File: src/rtl/core/setl_pkg.sv
// shared types and constants for the sorted expiry timer list
package setl_pkg;

  localparam int ENTRIES_DEF   = 64;
  localparam int TIME_BITS_DEF = 32;

  localparam logic [1:0] OP_INSERT = 2'd0;
  localparam logic [1:0] OP_REMOVE = 2'd1;
  localparam logic [1:0] OP_UPDATE = 2'd2;
  localparam logic [1:0] OP_TICK   = 2'd3;

  localparam logic [2:0] RC_ARMED    = 3'd0;
  localparam logic [2:0] RC_RESCHED  = 3'd1;
  localparam logic [2:0] RC_REFUSED  = 3'd2;
  localparam logic [2:0] RC_REMOVED  = 3'd3;
  localparam logic [2:0] RC_NOT_LIST = 3'd4;
  localparam logic [2:0] RC_IGNORED  = 3'd5;
  localparam logic [2:0] RC_EXPIRED  = 3'd6;
  localparam logic [2:0] RC_NONE_DUE = 3'd7;

  typedef enum logic [1:0] {
    ST_IDLE    = 2'd0,
    ST_ARMED   = 2'd1,
    ST_EXPIRED = 2'd2,
    ST_REMOVED = 2'd3
  } entry_st_t;

  // request from sequencer to the shared deadline comparator
  typedef struct packed {
    logic [TIME_BITS_DEF-1:0] a;
    logic [TIME_BITS_DEF-1:0] b;
  } cmp_req_t;

endpackage

File: src/rtl/core/setl_cmp.sv
// shared comparator: registered a > b on deadline words
module setl_cmp #(
  parameter int TIME_BITS = setl_pkg::TIME_BITS_DEF
) (
  input  logic                 clk,
  input  logic [TIME_BITS-1:0] a,
  input  logic [TIME_BITS-1:0] b,
  output logic                 gt
);
  import setl_pkg::*;

  // one wide compare per cycle, registered
  always_ff @(posedge clk) begin
    gt <= (a > b);
  end
endmodule

File: config.mk
export PLATFORM = sky130hd
export DESIGN_NAME = setl_cmp
export DESIGN_NICKNAME = d
export VERILOG_FILES = /design/src/rtl/core/setl_pkg.sv /design/src/rtl/core/setl_cmp.sv
export SDC_FILE = /design/constraint.sdc
export NUM_CORES = 1
export LEC_CHECK = 0
export ABC_AREA = 1
export BUFFER_PORTS_ARGS = -buffer_cell sky130_fd_sc_hd__buf_2
export CORE_MARGIN = 2
export CORE_UTILIZATION = 36
export CTS_CLUSTER_DIAMETER = 80
export DETAILED_ROUTE_END_ITERATION = 10
export PLACE_DENSITY = 0.72
export SLEW_MARGIN = 5
export SYNTH_ARGS = -nofsm -noshare
export SYNTH_HDL_FRONTEND = slang
export SYNTH_SLANG_ARGS = --single-unit
File: constraint.sdc
create_clock -name clk -period 2 [get_ports clk]
set_input_delay 0.2 -clock clk [delete_from_list [all_inputs] [get_ports clk]]
set_output_delay 0.2 -clock clk [all_outputs]
set_load 0.02 [all_outputs]
==> summary.txt <==
Outcome
  – Status: completed

Setup path
  – CP required: roughly 1900 ps
  – Critical path peak fanout: 2
  – Classification of the worst setup path: in2reg
  – Element type at the critical path start: primary input
  – Kind of end point of the critical path: register
  – CP Data Arrival Time: 1220 ps

Layout
  – Area growth syn-to-layout: 41.1%
  – Ant diodes: 0
  – Register containing the most flip-flops in the final layout: gt
  – Final design instance area without fill: 0.00124 mm2
  – Proportion of layout cells with a drive suffix above 1: ~34%
  – Final #Nets: 303
  – Number of flip-flops under the largest register name: 1
  – Biggest registers after layout: gt: 1 flops
  – Number of filler instances in the final layout: 257

Synth
  – Post-synth top area cell: sky130_fd_sc_hd__ha_1
  – Main area contributors after synthesis: sky130_fd_sc_hd__ha_1 (46%), sky130_fd_sc_hd__inv_1 (16%), sky130_fd_sc_hd__nand2_1 (13%), sky130_fd_sc_hd__a21oi_1 (8.6%), sky130_fd_sc_hd__nor2_1 (2.6%)
  – Gate Count Post-Synth: 139
  – Yosys synthesis warning count: 0
  – Post-synthesis cell type count: 16
  – Dominant cell by count in the synthesized netlist: sky130_fd_sc_hd__inv_1
  – Synthesized flop and latch total: 1
  – Post-synthesis instance area: slightly below 900 um2
  – Number of flops mapped to enable cells by yosys: 0
  – Commonest cells in the netlist: sky130_fd_sc_hd__inv_1 (38), sky130_fd_sc_hd__ha_1 (32), sky130_fd_sc_hd__nand2_1 (31)
  – Proportion of netlist area held by the largest area contributor: 45.6%
  – Mapped Avg Cell Area: 6.31 um2
  – Synthesized netlist net count: 236
  – Top FF cell, synth: sky130_fd_sc_hd__dfxtp_1
  – Part of the Yosys area used for sequential elements: under 10%
  – Async S/R FF share, synth: 0%

Global routing
  – Largest net degree at the start of global routing: 4
  – Number of antenna violations at the first check in global routing: 0
  – Total congestion overflow: 0
  – Overall routing resource usage: 13.4%
  – First-pass GRT wire length: 3080 um
  – Number of global-route vias before repair: 856

Run
  – Count of max-cap constraint violations: 0

STA
  – Setup TNS Final: 0 ps
  – Unrepaired setup endpoints after global routing: no
  – Post-layout min period: 1340 ps
  – Final hold slack: 623 ps
  – Final hold violation count: 0
  – Portion of the clock cycle consumed by the worst path in the final layout: 67.1%
  – Max Fclk: around 750 MHz
  – Final setup violation count: 0
  – Worst-Margin Slew: 225 ps
  – Fin. max-slew vios: 0
  – Slew margin rel.: 84.9%

Power
  – Worst IR drop on VDD: 0.0877 mV
  – Switching power: about 0.1 mW
  – Switch share: around 43%
  – Combinational share of power: 90.0%
  – Overall power consumption: 0.235 mW
  – Sequential Power Share: 10.0%
  – Internal power summed over all cells: 0.134 mW
  – Power per Cell Area: 190 mW/mm2
  – Clock network fraction of total power: 0%
  – Leakage power: 0.854 nW

Worst hold path
  – Type of the most critical hold path: reg2out

Drt
  – Detailed Routing Iterations Pass 1: 3
  – Routed wire length: around 1900 um
  – Iteration-0 DRC Markers: 2
  – Via density per instance: 4.35
  – Post-DR wirelength/cell: 8.02 um
  – Remaining number of nets flagged by the antenna check after routing: 0
  – Remaining DRCs: 0
  – Total number of vias: 1010

Placed design
  – Placer's final routability congestion estimate: 0.713
  – Sum of net half-perimeters after detailed placement: 1830 um
  – Area after DPL: 0.00124 mm2
  – IO Port Bufs: 65

Clock network
  – Resize count post-CTS: 0
  – Number of hold buffers added after cts: 0
  – Clock slew seen by the registers of the worst setup and hold paths: 0 ps
  – Post-CTS setup buffers: 0

Floorplan
  – Chip Width: 53.4 um
  – Number of cell rows: 17
  – Die span in y: 53.4 um
  – DIE AREA: 0.00285 mm2
  – Core Region: 0.00225 mm2
  – Initial cell density of the core: 38.9%
  – IO Pins: 66
==> area by class of cell <==
class	instances	area [um2]	area share [%]
Multi-Input combinational cell	99	711	57.4
Timing Repair Buffer	65	325	26.3
Inverter	39	146	11.8
Tap cell	28	35.0	2.83
Sequential cell	1	20.0	1.62
==> cell families after synthesis <==
logic type	count (synthesis)	synth area share (%)
compound gates	20	12.3
buf+inv	39	16.7
simple gates	47	23.1
fa+ha+maj	32	45.6
flops	1	2.28
==> layer usage <==
layer / vias up / share of wire (%) / GRT usage, %
met5: - / 0 / 0
met4: 0 / 0 / 0
met3: 0 / 8.3 / 1.13
met2: 33 / 49 / 26.3
met1: 405 / 43 / 16.4
li1: 572 / - / -
==> cells in the final DEF (no fill, tap or decap) <==
cell,netlist,final
sky130_fd_sc_hd__inv_1,38,38
sky130_fd_sc_hd__nor2_2,2,2
sky130_fd_sc_hd__and3b_1,1,1
sky130_fd_sc_hd__inv_2,1,1
sky130_fd_sc_hd__ha_1,32,32
sky130_fd_sc_hd__nor2_1,6,6
sky130_fd_sc_hd__buf_2,0,65
sky130_fd_sc_hd__nand4_1,3,3
sky130_fd_sc_hd__nor3_1,1,1
sky130_fd_sc_hd__a21oi_1,15,15
sky130_fd_sc_hd__a21o_1,1,1
sky130_fd_sc_hd__nand3_1,2,2
sky130_fd_sc_hd__and2_4,1,1
sky130_fd_sc_hd__nand2_1,31,31
sky130_fd_sc_hd__dfxtp_1,1,1
sky130_fd_sc_hd__o21a_1,2,2
sky130_fd_sc_hd__o21ai_0,2,2
==> metrics by stage <==
| step | instances | setup WS, ps | utilization (%) |
|---|---|---|---|
| floorplan | 139 | 786 | - |
| CTS | 232 | 632 | 54.9 |
| global route | 232 | 504 | 54.9 |
| detailed placement | 232 | 631 | 54.9 |
| global placement | 232 | 671 | 54.9 |
| finish | 232 | 658 | 54.9 |
==> worst paths after layout <==
check                 cells past startpoint  slack, ps  end   from
worst max-delay path                      9        660   gt  b[23]
worst min-delay path                      1        620   gt     gt
==> worst max-delay path, stage by stage <==
cell,delay (ps)
sky130_fd_sc_hd__buf_2,70
sky130_fd_sc_hd__inv_1,30
sky130_fd_sc_hd__ha_1,280
sky130_fd_sc_hd__nand2_1,70
sky130_fd_sc_hd__nor2_1,130
sky130_fd_sc_hd__nand4_1,110
sky130_fd_sc_hd__nor2_2,130
sky130_fd_sc_hd__and3b_1,150
sky130_fd_sc_hd__a21oi_1,40
==> power by group through the flow <==
stage	clock network, mW	registers (mW)	logic [mW]
final	0	0.0236	0.212
after global routing	0	0.0238	0.255
after CTS	0	0.0236	0.216
after detailed placement	0	0.0236	0.214
after global placement	0	0.0234	0.211
after floorplan	0	0.0272	0.121
(Power assumes the default switching activity.)
